`config.mk`:
```
export PLATFORM = sky130hd
export DESIGN_NAME = modbus_tcp_request_parser_top
export DESIGN_NICKNAME = d
export VERILOG_FILES = /design/src/rtl/core/mbtcp_pkg.sv /design/src/rtl/core/mbtcp_parse.sv /design/src/rtl/core/mbtcp_outq.sv /design/src/rtl/core/modbus_tcp_request_parser_top.sv
export SDC_FILE = /design/constraint.sdc
export NUM_CORES = 1
export LEC_CHECK = 0
export BUFFER_PORTS_ARGS = -buffer_cell sky130_fd_sc_hd__buf_2
export CORE_ASPECT_RATIO = 1.75
export CORE_MARGIN = 2
export CORE_UTILIZATION = 35
export CTS_CLUSTER_SIZE = 24
export DETAILED_ROUTE_END_ITERATION = 10
export GPL_TIMING_DRIVEN = 1
export SYNTH_ARGS = -nofsm -noshare
export SYNTH_HDL_FRONTEND = slang
export SYNTH_SLANG_ARGS = --single-unit
export TNS_END_PERCENT = 50
```
`constraint.sdc`:
```
create_clock -name clk -period 7 [get_ports clk]
set_input_delay 0.7 -clock clk [delete_from_list [all_inputs] [get_ports clk]]
set_output_delay 0.7 -clock clk [all_outputs]
set_load 0.005 [all_outputs]
```
`src/rtl/core/mbtcp_pkg.sv`:
```
`timescale 1ns / 1ps
// Shared types and constants for the Modbus TCP request parser.
// No dependencies; imported by every module of the block.
package mbtcp_pkg;

  localparam int BYTE_W  = 8;
  localparam int WORD_W  = 16;
  localparam int TDATA_W = 96;
  localparam int OQ_DEPTH = 4;

  // Byte offsets within the frame
  localparam int OFS_TID_HI  = 0;
  localparam int OFS_TID_LO  = 1;
  localparam int OFS_LEN_HI  = 4;
  localparam int OFS_LEN_LO  = 5;
  localparam int OFS_UNIT    = 6;
  localparam int OFS_FUNC    = 7;
  localparam int OFS_ADDR_HI = 8;
  localparam int OFS_ADDR_LO = 9;
  localparam int OFS_QTY_HI  = 10;
  localparam int OFS_QTY_LO  = 11;
  localparam int OFS_BCNT    = 12;
  localparam int OFS_DATA    = 13;
  localparam int MBAP_PREFIX = 6;

  // Function codes
  localparam logic [7:0] FC_READ_COILS      = 8'd1;
  localparam logic [7:0] FC_READ_INPUT_REGS = 8'd4;
  localparam logic [7:0] FC_WRITE_COIL      = 8'd5;
  localparam logic [7:0] FC_WRITE_REG       = 8'd6;
  localparam logic [7:0] FC_WRITE_COILS     = 8'd15;
  localparam logic [7:0] FC_WRITE_REGS      = 8'd16;

  localparam logic [7:0] VALUE_LIMIT = 8'd255;

  typedef enum logic {
    KIND_VALUE   = 1'b0,
    KIND_SUMMARY = 1'b1
  } kind_t;

  typedef struct packed {
    kind_t       kind;
    logic [15:0] transaction_id;
    logic [7:0]  unit_id;
    logic [7:0]  function_code;
    logic [15:0] start_address;
    logic [15:0] item_quantity;
    logic [15:0] payload_value;
    logic [7:0]  value_index;
    logic        length_ok;
    logic        last_result;
  } result_t;

  typedef struct packed {
    logic first;
    logic second;
  } push_ctl_t;

  function automatic logic is_single(input logic [7:0] f);
    return (f == FC_WRITE_COIL) || (f == FC_WRITE_REG);
  endfunction

  function automatic logic is_known(input logic [7:0] f);
    return f inside {[FC_READ_COILS:FC_WRITE_REG], FC_WRITE_COILS, FC_WRITE_REGS};
  endfunction

endpackage

```
`src/rtl/core/mbtcp_parse.sv`:
```
`timescale 1ns / 1ps
// Frame byte counter, header registers and per-beat result builder.
// Depends on mbtcp_pkg.
module mbtcp_parse
  import mbtcp_pkg::*;
#(
  parameter int MAX_FRAME_BYTES = 512,
  localparam int PW = $clog2(MAX_FRAME_BYTES + 1)
) (
  input  logic       clk,
  input  logic       rst,
  input  logic       accept,
  input  logic [7:0] data_byte,
  input  logic       frame_end,
  output push_ctl_t  push,
  output result_t    res0,
  output result_t    res1
);

  logic [PW-1:0] byte_position, byte_position_next;
  logic [15:0]   transaction_reg, transaction_reg_next;
  logic [15:0]   length_reg, length_reg_next;
  logic [7:0]    unit_reg, unit_reg_next;
  logic [7:0]    function_reg, function_reg_next;
  logic [15:0]   address_reg, address_reg_next;
  logic [15:0]   quantity_reg, quantity_reg_next;
  logic [7:0]    high_byte_hold, high_byte_hold_next;
  logic [7:0]    value_count, value_count_next;

  logic          active;
  logic [15:0]   word;
  logic          emit_val;
  logic [15:0]   val_data;
  logic          len_ok;
  result_t       val_res, sum_res;

  assign active = byte_position < PW'(MAX_FRAME_BYTES);
  assign word   = {high_byte_hold, data_byte};

  always_comb begin
    byte_position_next   = byte_position;
    transaction_reg_next = transaction_reg;
    length_reg_next      = length_reg;
    unit_reg_next        = unit_reg;
    function_reg_next    = function_reg;
    address_reg_next     = address_reg;
    quantity_reg_next    = quantity_reg;
    high_byte_hold_next  = high_byte_hold;
    value_count_next     = value_count;
    emit_val             = 1'b0;
    val_data             = '0;
    if (active) begin
      byte_position_next = byte_position + PW'(1);
      case (byte_position)
        PW'(OFS_TID_HI), PW'(OFS_LEN_HI), PW'(OFS_ADDR_HI), PW'(OFS_QTY_HI): begin
          high_byte_hold_next = data_byte;
        end
        PW'(OFS_TID_LO): transaction_reg_next = word;
        PW'(OFS_LEN_LO): length_reg_next = word;
        PW'(OFS_UNIT):   unit_reg_next = data_byte;
        PW'(OFS_FUNC): begin
          function_reg_next = data_byte;
          if (is_single(data_byte)) quantity_reg_next = 16'd1;
        end
        PW'(OFS_ADDR_LO): begin
          if (is_known(function_reg)) address_reg_next = word;
        end
        PW'(OFS_QTY_LO): begin
          if (is_single(function_reg)) begin
            emit_val         = 1'b1;
            val_data         = word;
            value_count_next = 8'd1;
          end else if (is_known(function_reg)) begin
            quantity_reg_next = word;
          end
        end
        PW'(OFS_BCNT): begin
          if (function_reg == FC_WRITE_COILS) high_byte_hold_next = data_byte;
        end
        default: begin
          if (byte_position >= PW'(OFS_DATA)) begin
            if (function_reg == FC_WRITE_COILS) begin
              if (value_count < high_byte_hold) begin
                emit_val         = 1'b1;
                val_data         = {8'd0, data_byte};
                value_count_next = value_count + 8'd1;
              end
            end else if (function_reg == FC_WRITE_REGS) begin
              if (byte_position[0]) begin
                high_byte_hold_next = data_byte;
              end else if ((16'(value_count) < quantity_reg) &&
                           (value_count != VALUE_LIMIT)) begin
                emit_val         = 1'b1;
                val_data         = word;
                value_count_next = value_count + 8'd1;
              end
            end
          end
        end
      endcase
    end
  end

  assign len_ok = active && (byte_position >= PW'(MBAP_PREFIX - 1)) &&
                  (length_reg_next == 16'(byte_position) - 16'(MBAP_PREFIX - 1));

  always_comb begin
    val_res.kind           = KIND_VALUE;
    val_res.transaction_id = transaction_reg_next;
    val_res.unit_id        = unit_reg_next;
    val_res.function_code  = function_reg_next;
    val_res.start_address  = address_reg_next;
    val_res.item_quantity  = quantity_reg_next;
    val_res.payload_value  = val_data;
    val_res.value_index    = value_count;
    val_res.length_ok      = 1'b0;
    val_res.last_result    = 1'b0;

    sum_res                = val_res;
    sum_res.kind           = KIND_SUMMARY;
    sum_res.payload_value  = '0;
    sum_res.value_index    = value_count_next;
    sum_res.length_ok      = len_ok;
    sum_res.last_result    = 1'b1;
  end

  assign res0        = emit_val ? val_res : sum_res;
  assign res1        = sum_res;
  assign push.first  = accept & (emit_val | frame_end);
  assign push.second = accept & emit_val & frame_end;

  always_ff @(posedge clk) begin
    if (rst || (accept && frame_end)) begin
      byte_position   <= '0;
      transaction_reg <= '0;
      length_reg      <= '0;
      unit_reg        <= '0;
      function_reg    <= '0;
      address_reg     <= '0;
      quantity_reg    <= '0;
      high_byte_hold  <= '0;
      value_count     <= '0;
    end else if (accept) begin
      byte_position   <= byte_position_next;
      transaction_reg <= transaction_reg_next;
      length_reg      <= length_reg_next;
      unit_reg        <= unit_reg_next;
      function_reg    <= function_reg_next;
      address_reg     <= address_reg_next;
      quantity_reg    <= quantity_reg_next;
      high_byte_hold  <= high_byte_hold_next;
      value_count     <= value_count_next;
    end
  end

endmodule

```
`src/rtl/core/mbtcp_outq.sv`:
```
`timescale 1ns / 1ps
// Result queue: takes up to two results per beat, hands out one per beat.
// Depends on mbtcp_pkg.
module mbtcp_outq
  import mbtcp_pkg::*;
(
  input  logic      clk,
  input  logic      rst,
  input  push_ctl_t push,
  input  result_t   res0,
  input  result_t   res1,
  output logic      room,
  output logic      out_valid,
  input  logic      out_ready,
  output result_t   out_res
);

  localparam int AW = $clog2(OQ_DEPTH);
  localparam int CW = $clog2(OQ_DEPTH + 1);

  result_t       mem [OQ_DEPTH];
  logic [AW-1:0] wr_ptr, rd_ptr;
  logic [CW-1:0] count, count_next;
  logic          pop;
  logic [1:0]    n_push;

  assign out_valid = count != '0;
  assign room      = count <= CW'(OQ_DEPTH - 2);
  assign pop       = out_valid & out_ready;
  assign out_res   = mem[rd_ptr];
  assign n_push    = {1'b0, push.first} + {1'b0, push.second};
  assign count_next = count + CW'(n_push) - CW'(pop);

  always_ff @(posedge clk) begin
    if (push.first)  mem[wr_ptr] <= res0;
    if (push.second) mem[wr_ptr + AW'(1)] <= res1;
  end

  always_ff @(posedge clk) begin
    if (rst) begin
      wr_ptr <= '0;
      rd_ptr <= '0;
      count  <= '0;
    end else begin
      wr_ptr <= wr_ptr + AW'(n_push);
      if (pop) rd_ptr <= rd_ptr + AW'(1);
      count <= count_next;
    end
  end

endmodule

```
`src/rtl/core/modbus_tcp_request_parser_top.sv`:
```
`timescale 1ns / 1ps
// Modbus TCP request parser, top level.
// Depends on mbtcp_pkg, mbtcp_parse and mbtcp_outq.
//
// Usage:
//   s_axis carries the request frame, one byte per beat in tdata[7:0];
//   tlast marks the frame's final byte.
//   m_axis carries results: tuser is the kind (0 value, 1 frame summary),
//   tlast marks the final result of a frame, tdata holds the header fields,
//   the value, its index and the length check.
//   A result enters the result queue as its byte is taken and is presented
//   once the results ahead of it have gone. Throughput: one byte per cycle
//   while s_axis_tready is high. A byte may cause two results (a value and
//   the summary); the output side then needs two beats, absorbed by a
//   four-entry result queue. s_axis_tready drops when fewer than two queue
//   entries are free. Stall: while m_axis_tready is low, results wait in
//   the queue and input is taken until fewer than two entries are free.
//   Reset (rst, synchronous): clears the byte counter, header registers and
//   the queue; the next byte is taken as the first byte of a frame.
module modbus_tcp_request_parser_top
  import mbtcp_pkg::*;
#(
  parameter int MAX_FRAME_BYTES = 512
) (
  input  logic               clk,
  input  logic               rst,
  input  logic               s_axis_tvalid,
  output logic               s_axis_tready,
  input  logic [7:0]         s_axis_tdata,  // [7:0] data_byte
  input  logic               s_axis_tlast,
  output logic               m_axis_tvalid,
  input  logic               m_axis_tready,
  // [15:0] transaction_id, [23:16] unit_id, [31:24] function_code,
  // [47:32] start_address, [63:48] item_quantity, [79:64] payload_value,
  // [87:80] value_index, [88] length_ok, [95:89] zero
  output logic [TDATA_W-1:0] m_axis_tdata,
  output logic               m_axis_tuser,  // [0] kind
  output logic               m_axis_tlast
);

  push_ctl_t push;
  result_t   res0, res1, head;
  logic      room;
  logic      accept;

  assign s_axis_tready = room;
  assign accept        = s_axis_tvalid & room;

  mbtcp_parse #(
    .MAX_FRAME_BYTES(MAX_FRAME_BYTES)
  ) u_parse (
    .clk      (clk),
    .rst      (rst),
    .accept   (accept),
    .data_byte(s_axis_tdata),
    .frame_end(s_axis_tlast),
    .push     (push),
    .res0     (res0),
    .res1     (res1)
  );

  mbtcp_outq u_outq (
    .clk      (clk),
    .rst      (rst),
    .push     (push),
    .res0     (res0),
    .res1     (res1),
    .room     (room),
    .out_valid(m_axis_tvalid),
    .out_ready(m_axis_tready),
    .out_res  (head)
  );

  assign m_axis_tdata = {7'd0, head.length_ok, head.value_index, head.payload_value,
                         head.item_quantity, head.start_address, head.function_code,
                         head.unit_id, head.transaction_id};
  assign m_axis_tuser = head.kind;
  assign m_axis_tlast = head.last_result;

endmodule

```
; ---- Word-level counts from Yosys, hierarchy flattened
; Memories as Yosys holds them, arrays and structs flattened. A register that Yosys moved wholly into a read port is not among the register bits.
; Cells that the tools add are included.
[word_totals]
ramBits = 364
n_memories = 1
register_bits = 113
input_bits = 13
[mem_list]
columns = name, words, width, read_ports, rd_ports_with_merged_regs, write_ports, line_no
row1 = u_outq.mem, 4, 91, 1, 1, 2, mbtcp_outq.sv:21  ; result_t mem [OQ_DEPTH];
[op_classes]
n_reduce_logical = 19
eq_ne = 20
addsub = 9
order_cmp = 8
muxes = 56
n_bitwise = 7
[op_table]
columns = operator, count
row1 = 16-bit two-way mux, 18
row2 = 8-bit two-way mux, 18
row3 = 91-bit two-way mux, 1
row4 = 16-bit case mux with 2 select lines, 2
row5 = "10-bit by 4-bit equality test with 1-bit output, second input constant", 5
row6 = "10-bit by 3-bit equality test with 1-bit output, second input constant", 4
row7 = "8-bit by 3-bit equality test with 1-bit output, second input constant", 4
row8 = 8-bit case mux with 3 select lines, 1
row9 = 16-bit equality test, 1
row10 = 8-bit by 16-bit < comparator with 1-bit output, 1
row11 = 8-bit case mux with 2 select lines, 1
row12 = 3-bit nonzero test, 5
row13 = 1-bit two-way mux, 12
row14 = "10-bit by 3-bit subtractor with 11-bit output, second input constant", 1
row15 = "10-bit by 1-bit adder with 10-bit output, second input constant", 1
row16 = "10-bit by 1-bit equality test with 1-bit output, second input constant", 1
row17 = "10-bit by 3-bit >= comparator with 1-bit output, second input constant", 1
row18 = "10-bit by 4-bit >= comparator with 1-bit output, second input constant", 1
row19 = 10-bit zero test, 1
row20 = "10-bit < comparator, second input constant", 1
row21 = 10-bit OR reduction, 1
row22 = "8-bit by 1-bit adder with 8-bit output, second input constant", 1
row23 = "8-bit by 4-bit equality test with 1-bit output, second input constant", 1
row24 = "8-bit by 5-bit equality test with 1-bit output, second input constant", 1
row25 = 23 further kinds, 35

; ---- Logic depth before layout (Yosys ltp)
; Gate-level depths: netlist (run 1).
[depth]
word_depth = 14
mapped_depth = 17

; ---- Modules after synthesis
; From an unflattened synthesis (run 1), not the netlist that was laid out.
[hier_totals]
cells_unflattened = 1809
area_unflattened_um2 = 25164.1
[by_module_without_submodules]
columns = module, cells_each, seq_area_each_um2, area_per_inst_um2, n_inst
row1 = mbtcp_outq, 930, 11110.7, 18062.3, 1
row2 = mbtcp_parse, 870, 2122.0, 7039.3, 1
row3 = modbus_tcp_request_parser_top, 9, 0.0, 62.6, 1

; ---- Least setup slack after synthesis (run 1)
; No wires, ideal clock.
[synth_timing]
path_kind = reg-to-reg
from = reg u_parse.high_byte_hold[5]
to = mem u_outq.mem[1][1] (netlist name), enable pin
slack_ns = 2.378
arrival_time_ns = 4.194
path_stages_with_launch = 15
required_ns = 6.573
path_cell_list = dfxtp_1 clkbuf_1 inv_1 ha_1 and4_1 and2_1 a2111oi_0 and2_1 a211o_1 buf_2 o211a_1 buf_2 a21oi_4 buf_2 inv_1
[synth_rtl]
columns = element, line_no
row1 = "start, declared", mbtcp_parse.sv:27  ; logic [7:0] high_byte_hold, high_byte_hold_next;
row2 = "start signal, assigned", mbtcp_parse.sv:151  ; high_byte_hold <= high_byte_hold_next;
row3 = "end, declared", mbtcp_outq.sv:21

==> impl_metrics.tcl, run 1 <==
set metrics [dict create \
    outcome "complete, no violations" \
    grt_start_max_net_pins 84 \
    crit_required_ps 7240 \
    crit_fanout 39 \
    antenna_found_initial 0 \
    synthSimpleGateAreaFrac_pct 12.6 \
    setup_slack_ps 1820 \
    largest_reg_flops 360 \
    drc 0 \
    insertion_delay_ps 580 \
    fmax_mhz 193 \
    power_uw 7130 \
    hold_end "u_outq.mem[3][0]" \
    antenna_cells 0 \
    die-area_um2 63100 \
    ys_types 70 \
    synthFlopType "edfxtp_1" \
    drtAntennaViolNets 0 \
    mostFrequentLayoutCell "nor2_1" \
    core.rowCount 119 \
    min_path_cells 2 \
    grt_setup_unrepaired "false" \
    synth.largest_area_cell "edfxtp_1" \
    tightest_slew_ps 1240 \
    period_minus_slack_ps 5180 \
    r2r_start "u_parse.high_byte_hold[5]" \
    synth.mux.area_fraction_pct 12.3 \
    wirelength_um 61300 \
    synth-seq-cells 475 \
    io_buffer_count 105 \
    cts_setup_buffers 0 \
    synth-edff-count 292 \
    synth_top_area_share_pct 41.1 \
    cts_made_buffers 40 \
    r2r_cells 11 \
    final_cell_mix "363 x nor2_1, 292 x edfxtp_1, 181 x dfxtp_1" \
    relSlewSlack_pct 17.5 \
    worst_setup_path_end_kind "flop" \
    via_count 14600 \
    num-nets-final 1874 \
    rrSetupSlack_ps 1820 \
    grt_pass1_wl_um 91100 \
    die_x_um 191 \
    num_io_pins 113 \
    crit_type "reg2reg" \
    slew_viol_final 0 \
    gp_congestion 0.888 \
    start_kind "flop" \
    areaGrowthSynthToFinish_pct 11.9 \
    p_per_area_nw_per_um2 298 \
    clkSlewWorstSetupHoldPaths_ps 70 \
    hp-start "u_outq.mem[3][0]" \
    htree_levels 2 \
    dieHeight_um 331 \
    synth_xor_area_share_pct 1.15 \
    clockBufferDepth 3 \
    dr.pass1.iters 6 \
    placed_cells 2580 \
    clockRootBuffer "clkbuf_16" \
    fin_worst_skew_ps 22.4 \
    synthCells 1809 \
    post-place-ws_ps 1810 \
    vias_per_cell 5.52 \
    start_util_pct 35.4 \
    async_reset_ff_share_pct 0 \
    seq_area_frac_synth_pct 58.2 \
    design_area_um2 23900 \
    core_area_um2 60300 \
    placed_area_um2 22500 \
    fillers 5744 \
    drtIter0Drc 1353 \
    grt_pass1_vias 14900 \
    overflow 0 \
    wire_per_inst_um 23.1 \
    cts_tree "done" \
    track_usage_pct 19.3 \
    drive_above_1_share_pct 17.4 \
    regToRegEndpoint "u_outq.mem[3][54]" \
    ys_warn_count 0 \
    dpl.hpwl_um 40000 \
    regMostFlops "u_outq.mem" \
    finalSetupViolations 0 \
    synth-compound-area-share_pct 10.5 \
    cp_data_arrival_time_ps 5420 \
    cts.sinks 475 \
    cts_resized 0 \
    cts_hold_buf 0 \
    cellLeakagePower_uw 0.00798 \
    syn_area_um2 21400 \
    synthAdderAreaFrac_pct 1.50 \
    tns_ps 0 \
    synth_area_leaders "edfxtp_1 41%, dfxtp_1 17%, mux4_2 9.5%" \
    fin_crit_sh_pct 74.0 \
    cap_violations 0 \
    final-hold-violation-count 0 \
    synth_top_family_by_area "simple AND/OR/NAND/NOR gates" \
    hp-class "reg2reg" \
    fin_cells 2654 \
    peakVddDrop_mv 0.162 \
    avgSynthCellArea_um2 11.8 \
]
-- cell usage after synthesis (10+ instances only) --
cell,count
a211oi_1,18
a21oi_1,96
a21oi_2,10
a32o_1,35
and3_1,20
buf_1,19
buf_2,40
buf_4,15
clkbuf_1,76
dfxtp_1,183
edfxtp_1,292
ha_1,24
inv_1,28
mux2i_1,58
mux4_2,90
nand2_1,140
nand3_1,25
nor2_1,363
nor3_1,11
nor4_1,10
o21ai_0,55
o2bb2ai_1,32
xnor2_1,16
xor2_1,12
-- where the power goes --
part           leakage [uW]  switching, uW  internal [uW]  total [uW]
clock network      0.000682           1080           1350        2420
registers           0.00403            135           3100        3240
logic               0.00327            863            609        1470
-- layer usage --
| metal | GRT usage (%) | vias to the layer above | share of wire (%) |
|---|---|---|---|
| met5 | 0 | - | 0 |
| met4 | 9.02 | 0 | 4.7 |
| met1 | 21.9 | 7355 | 38 |
| li1 | - | 6660 | - |
| met3 | 2.04 | 137 | 4.0 |
| met2 | 35.9 | 489 | 53 |
-- layout make-up --
type                       count  area, um2  share of cell area [%]
sequential                   475      12400                    52.1
multi-input combinational   1160       8160                    34.2
clock buffer                  48       1110                    4.67
tap                          786        983                    4.12
timing repair buffer         131        771                    3.23
clock inverter                26        309                    1.29
inverter                      28        105                   0.440
-- kinds of logic after synthesis --
kind of cell    count (synthesis)
compound gates                323
other cells                     1
xor+xnor                       28
simple gates                  627
fa+ha+maj                      25
flops                         475
buf+inv                       180
mux                           150
-- critical path, stage by stage (launching register included) --
cell,delay (ps)
dfxtp_1,590
inv_1,240
ha_1,340
a211oi_1,300
o211ai_1,150
a2111oi_0,520
and2_1,230
a211o_1,320
o21a_1,680
a21oi_4,290
inv_2,750
buf_12,320
-- per-stage QoR --
stage / hold WS, ps / util, %
floorplan: 418 / -
detailed placement: 436 / 37.3
finish: 444 / 39.6
global placement: 427 / 37.3
global route: 462 / 39.6
CTS: 427 / 39.6
-- worst max path at each step --
| stage | from | endpoint | slack (ps) | cells past startpoint |
|---|---|---|---|---|
| after floorplan | u_parse.high_byte_hold[5] | u_outq.mem[1][1] | 2380 | 14 |
| after detailed placement | u_parse.high_byte_hold[5] | u_outq.mem[3][38] | 1810 | 11 |
| after global routing | u_parse.high_byte_hold[5] | u_outq.mem[3][54] | 1530 | 11 |
| after global placement | u_parse.high_byte_hold[5] | u_outq.mem[3][39] | 1920 | 11 |
| final | u_parse.high_byte_hold[5] | u_outq.mem[3][54] | 1820 | 11 |
| after CTS | u_parse.high_byte_hold[5] | u_outq.mem[3][36] | 1770 | 11 |
No activity file was read; power rests on OpenSTA's default activity.
==> run 2, diff against run 1 <==
==> constraint.sdc (replaced) <==
create_clock -name clk -period 4.8 [get_ports clk]
set_input_delay 0.48 -clock clk [delete_from_list [all_inputs] [get_ports clk]]
set_output_delay 0.48 -clock clk [all_outputs]
set_load 0.005 [all_outputs]
==> run 2 against run 1 <==
  * Register-to-register slack worse by 970 ps
  * First-iteration DRC count fell by 4.4%
  * Clock skew down 2.8 ps
  * Largest power group unchanged
  * Power up 44%
  * Utilization increased by 0.19 points
  * Wire length increased by 2.2%
  * Combinational power is 46% higher
  * Cell area up 0.48%
  * Die area did not move
  * Sequential cell count unchanged
  * Critical path depth increased by 4
  * Critical endpoint is now u_outq.count[2]
==> impl_metrics.tcl, run 2 (synthesis results as in run 1) <==
set metrics [dict create \
    dieHeight_um 331 \
    hp-class "in2reg" \
    track_usage_pct 19.8 \
    cts_hold_buf 0 \
    grt_pass1_vias 15100 \
    cts_resized 0 \
    mostFrequentLayoutCell "nor2_1" \
    drc 0 \
    drive_above_1_share_pct 18.1 \
    cpPeakStageDelay_ps 630 \
    io_buffer_count 105 \
    p_per_area_nw_per_um2 427 \
    finalSetupViolations 0 \
    crit_required_ps 5250 \
    core_area_um2 60300 \
    relSlewSlack_pct 23.0 \
    vias_per_cell 5.52 \
    clkSlewWorstSetupHoldPaths_ps 70 \
    areaGrowthSynthToFinish_pct 12.4 \
    antenna_cells 0 \
    largest_reg_flops 360 \
    start_kind "flop" \
    gp_congestion 0.893 \
    outcome "complete, no violations" \
    cp_data_arrival_time_ps 4410 \
    tightest_slew_ps 1150 \
    cp_common_cell "xnor2_1" \
    cellLeakagePower_uw 0.00808 \
    die-area_um2 63100 \
    postLayoutCoreUtil_pct 39.8 \
    core.rowCount 119 \
    dpl.hpwl_um 41100 \
    grt_setup_unrepaired "false" \
    fin_worst_skew_ps 19.6 \
    fmax_mhz 253 \
    cap_violations 0 \
    start_util_pct 35.4 \
    crit_chain "inv_1 -> ha_1 -> and4_1 -> a21o_1 -> a2111oi_0 -> and2_1 -> a211o_1 -> xnor2_1 -> nor2_1 -> ha_1 -> inv_1 -> fa_1 -> xnor2_1 -> xnor2_1 -> nor2_1" \
    crit_fanout 11 \
    cts_tree "done" \
    via_count 14800 \
    cts_made_buffers 41 \
    power_uw 10300 \
    fillers 5666 \
    wirelength_um 62700 \
    dr.pass1.iters 6 \
    regMostFlops "u_outq.mem" \
    peakVddDrop_mv 0.239 \
    fin_crit_sh_pct 82.4 \
    cts_setup_buffers 0 \
    period_minus_slack_ps 3950 \
    overflow 0 \
    drtAntennaViolNets 0 \
    clockBufferDepth 3 \
    design_area_um2 24000 \
    cts.sinks 475 \
    worst_setup_path_end_kind "flop" \
    slowest_stage "dfxtp_1" \
    slew_viol_final 0 \
    grt_start_max_net_pins 84 \
    grt_pass1_wl_um 93900 \
    final-hold-violation-count 0 \
    insertion_delay_ps 570 \
    crit_type "reg2reg" \
    antenna_found_initial 0 \
    tns_ps 0 \
    die_x_um 191 \
    clockRootBuffer "clkbuf_16" \
    num_io_pins 113 \
    final_cell_mix "363 x nor2_1, 292 x edfxtp_1, 181 x dfxtp_1" \
    wire_per_inst_um 23.5 \
    drtIter0Drc 1293 \
    placed_area_um2 22700 \
    htree_levels 2 \
    num-nets-final 1892 \
]
[run 2: changes by cell type in the layout (fill, tap and decap cells not counted), moves of 2 or more]
| cell | previous run | this run |
|---|---|---|
| clkbuf_16 | 43 | 41 |
| inv_4 | 2 | 0 |
| clkinvlp_2 | 0 | 2 |
| buf_12 | 4 | 11 |
| clkinv_4 | 2 | 0 |
| clkbuf_8 | 2 | 6 |
| bufinv_16 | 5 | 3 |
| clkinvlp_4 | 5 | 2 |
| buf_4 | 22 | 32 |
| clkinv_2 | 2 | 10 |
[run 2: cell type report]
cell class	count	area [um2]	share of cell area, %
multi-input cells	1160	8170	34.0
flip-flops and latches	475	12400	51.8
inverters	28	105	0.438
clock buffers	50	1120	4.67
clock inverters	24	201	0.839
well taps	786	983	4.10
repair buffers	148	986	4.11
[run 2: path summary, 6_finish.rpt]
check,from,end,slack (ps),cells after the start
min,rst,flop,230,2
max reg2reg,u_parse.high_byte_hold[6],u_outq.count[2],850,15
max,u_parse.high_byte_hold[6],u_outq.count[2],850,15
min reg2reg,u_outq.mem[0][0],u_outq.mem[0][0],450,2
[run 2: metal layers]
layer	part of all wire, %	track usage (%)
met1	37	22.4
met3	4.5	2.04
met4	4.6	9.62
met2	54	37.0
met5	0	0
[run 2: through the flow]
step | setup WS, ps | instances | hold slack, ps
2_1_floorplan | 178 | 1815 | 418
3_3_place_gp | 929 | 2597 | 431
3_5_place_dp | 877 | 2597 | 439
4_1_cts | 846 | 2671 | 210
5_1_grt | 441 | 2671 | 237
6_report | 846 | 2671 | 229
[run 2: worst max-delay path, delay by kind of cell, from the launching register on]
kind	cells	cell delay, ps
xor gates and xnor gates	3	460
buffers and inverters	2	240
AOI/OAI and AO/OA	3	1030
adders and majority gates	3	870
DFF	1	630
and+or+nand+nor	4	600
[run 2: power by group]
part | internal [uW] | switching (uW) | leakage, uW
Combinational | 918 | 1230 | 0.00340
Clock | 1830 | 1530 | 0.000651
Sequential | 4520 | 238 | 0.00403
Total | 7270 | 2990 | 0.00808
==> run 3, diff against run 2 <==
==> constraint.sdc (replaced) <==
create_clock -name clk -period 3.7 [get_ports clk]
set_input_delay 0.37 -clock clk [delete_from_list [all_inputs] [get_ports clk]]
set_output_delay 0.37 -clock clk [all_outputs]
set_load 0.005 [all_outputs]
==> run 3 against run 2 <==
  * Wire length down 1.6%
  * Die area unchanged
  * Sequential share of layout area fell by 0.94 points
  * Critical path type unchanged
  * Global-route usage shrank 0.22 points
  * Sequential cell count did not move
  * Cell count rose by 1.8%
  * Critical path depth down 2
  * Hold slack lost 95 ps
  * Clock-buffer cell count grew 2
  * Cell area up 1.9%
  * First-iteration DRC count down 7.9%
==> impl_metrics.tcl, run 3 (synthesis results as in run 1) <==
set metrics [dict create \
    grt.met2_usage_pct 36.7 \
    insertion_delay_ps 570 \
    antenna_found_initial 1 \
    cts_made_buffers 41 \
    cts.sinks 475 \
    drc 0 \
    hp-class "in2reg" \
    r2r_cells 13 \
    finalSetupViolations 0 \
    grt_setup_unrepaired "false" \
    fin_worst_skew_ps 18.0 \
    hp-start "rst" \
    clockRootBuffer "clkbuf_16" \
    grt_pass1_vias 15300 \
    drtAntennaViolNets 0 \
    largest_reg_flops 360 \
    drtIter0Drc 1191 \
    rrSetupSlack_ps 200 \
    period_minus_slack_ps 3500 \
    combPwrFrac_pct 22.2 \
    r2r_start "u_parse.byte_position[0]" \
    die-area_um2 63100 \
    cts_hold_buf 0 \
    wire_per_inst_um 22.7 \
    core.rowCount 119 \
    seq_power_share_pct 45.3 \
    placed_cells 2644 \
    core_area_um2 60300 \
    peakVddDrop_mv 0.305 \
    fin_crit_sh_pct 94.7 \
    areaGrowthSynthToFinish_pct 14.5 \
    dpl.hpwl_um 40100 \
    fin_cells 2720 \
    start_util_pct 35.4 \
    crit_fanout 37 \
    regMostFlops "u_outq.mem" \
    tightest_slew_ps 1180 \
    vias_per_cell 5.44 \
    fmax_mhz 285 \
    p_int_uw 9510 \
    final-hold-violation-count 0 \
    switching_share_pct 29.1 \
    worst_setup_path_end_kind "flop" \
    crit_start "u_parse.byte_position[0]" \
    overflow 0 \
    outcome "complete, no violations" \
    htree_levels 2 \
    grt_start_max_net_pins 91 \
    placed_area_um2 23100 \
    hold_end "u_outq.wr_ptr[1]" \
    clkSlewWorstSetupHoldPaths_ps 70 \
    crit_type "reg2reg" \
    clockBufferDepth 3 \
    final_cell_mix "363 x nor2_1, 292 x edfxtp_1, 180 x dfxtp_1" \
    power.switching_uw 3900 \
    num_io_pins 113 \
    p_per_area_nw_per_um2 549 \
    busiest_layer "met2" \
    mostFrequentLayoutCell "nor2_1" \
    tns_ps 0 \
    via_count 14800 \
    use_met3_pct 2.08 \
    gp_congestion 0.923 \
    setup_slack_ps 196 \
    dieHeight_um 331 \
    cellLeakagePower_uw 0.00830 \
    grt_pass1_wl_um 92900 \
    relSlewSlack_pct 21.4 \
    slew_viol_final 0 \
    num-nets-final 1939 \
    cap_violations 0 \
    die_x_um 191 \
    cts_tree "done" \
    design_area_um2 24400 \
    dr.pass1.iters 7 \
    start_kind "flop" \
    crit_required_ps 4000 \
    post-place-ws_ps 228 \
    track_usage_pct 19.6 \
    regToRegEndpoint "u_outq.mem[2][38]" \
    wirelength_um 61700 \
    use_met1_pct 21.8 \
    cp_data_arrival_time_ps 3800 \
    io_buffer_count 105 \
    drive_above_1_share_pct 20.0 \
    pwr-share-clk_pct 32.4 \
    min_path_cells 2 \
]
[run 3: cell count changes in the layout (fill, tap and decap cells not counted), sizes merged]
cell	change
clkinv	-1
inv	-3
clkinvlp	+3
clkbuf	+2
diode	+1
buf	+47
[run 3: timing repair]
| action | in CTS | in global routing |
|---|---|---|
| endpoints found under the setup margin | 0 | 1 |
| resized for setup | 0 | 1 |
| buffers inserted | 0 | 0 |
[run 3: area by class of cell]
cell class                      count  area (um2)
Tap cell                          786         983
Clock inverter                     23         198
Fill cell                        5676       35900
Clock buffer                       52        1130
Timing Repair Buffer              195        1390
Inverter                           28         120
Antenna cell                        1        2.50
Multi-Input combinational cell   1160        8180
Sequential cell                   475       12400
[run 3: worst max-delay path, stage by stage (launching register included)]
cell and delay [ps]:
dfxtp_1 330, inv_1 170, ha_1 240, nand2b_1 110
a211oi_4 330, nand3b_1 220, a2111oi_2 60, buf_4 190
a211o_1 290, buf_4 180, o211a_1 250, a21oi_4 250
buf_4 490, nor2_1 90
[run 3: how the worst max path moves through the flow]
stage | end | slack, ps | depth (start not counted)
2_1_floorplan | u_outq.mem[2][1] | -250 | 12
3_3_place_gp | u_outq.mem[2][50] | 310 | 11
3_5_place_dp | u_outq.mem[2][38] | 230 | 11
4_1_cts | u_outq.mem[2][38] | 220 | 13
5_1_grt | u_outq.count[2] | 20 | 15
6_report | u_outq.mem[2][38] | 200 | 13
[run 3: power groups by stage]
stage | registers, uW | logic (uW) | clock network, uW
after global routing | 6110 | 3250 | 4610
after CTS | 6080 | 3050 | 4440
after floorplan | 6070 | 1940 | 0
after detailed placement | 6200 | 3040 | 0
after global placement | 6180 | 3020 | 0
final | 6080 | 2980 | 4350
[run 3: layer usage]
metal | share of wire (%) | vias up | wire length, um
met5 | 0 | - | 0
met4 | 5.1 | 0 | 3120
met3 | 3.6 | 133 | 2240
met2 | 54 | 424 | 33100
met1 | 38 | 7472 | 23200
li1 | - | 6779 | -
[run 3: per-stage QoR]
step / utilization, % / power, uW / hold WS [ps]
floorplan: - / 8010 / 418
global placement: 38.3 / 9200 / 428
detailed placement: 38.3 / 9240 / 435
CTS: 40.5 / 13600 / 121
global route: 40.5 / 14000 / 139
finish: 40.5 / 13400 / 134
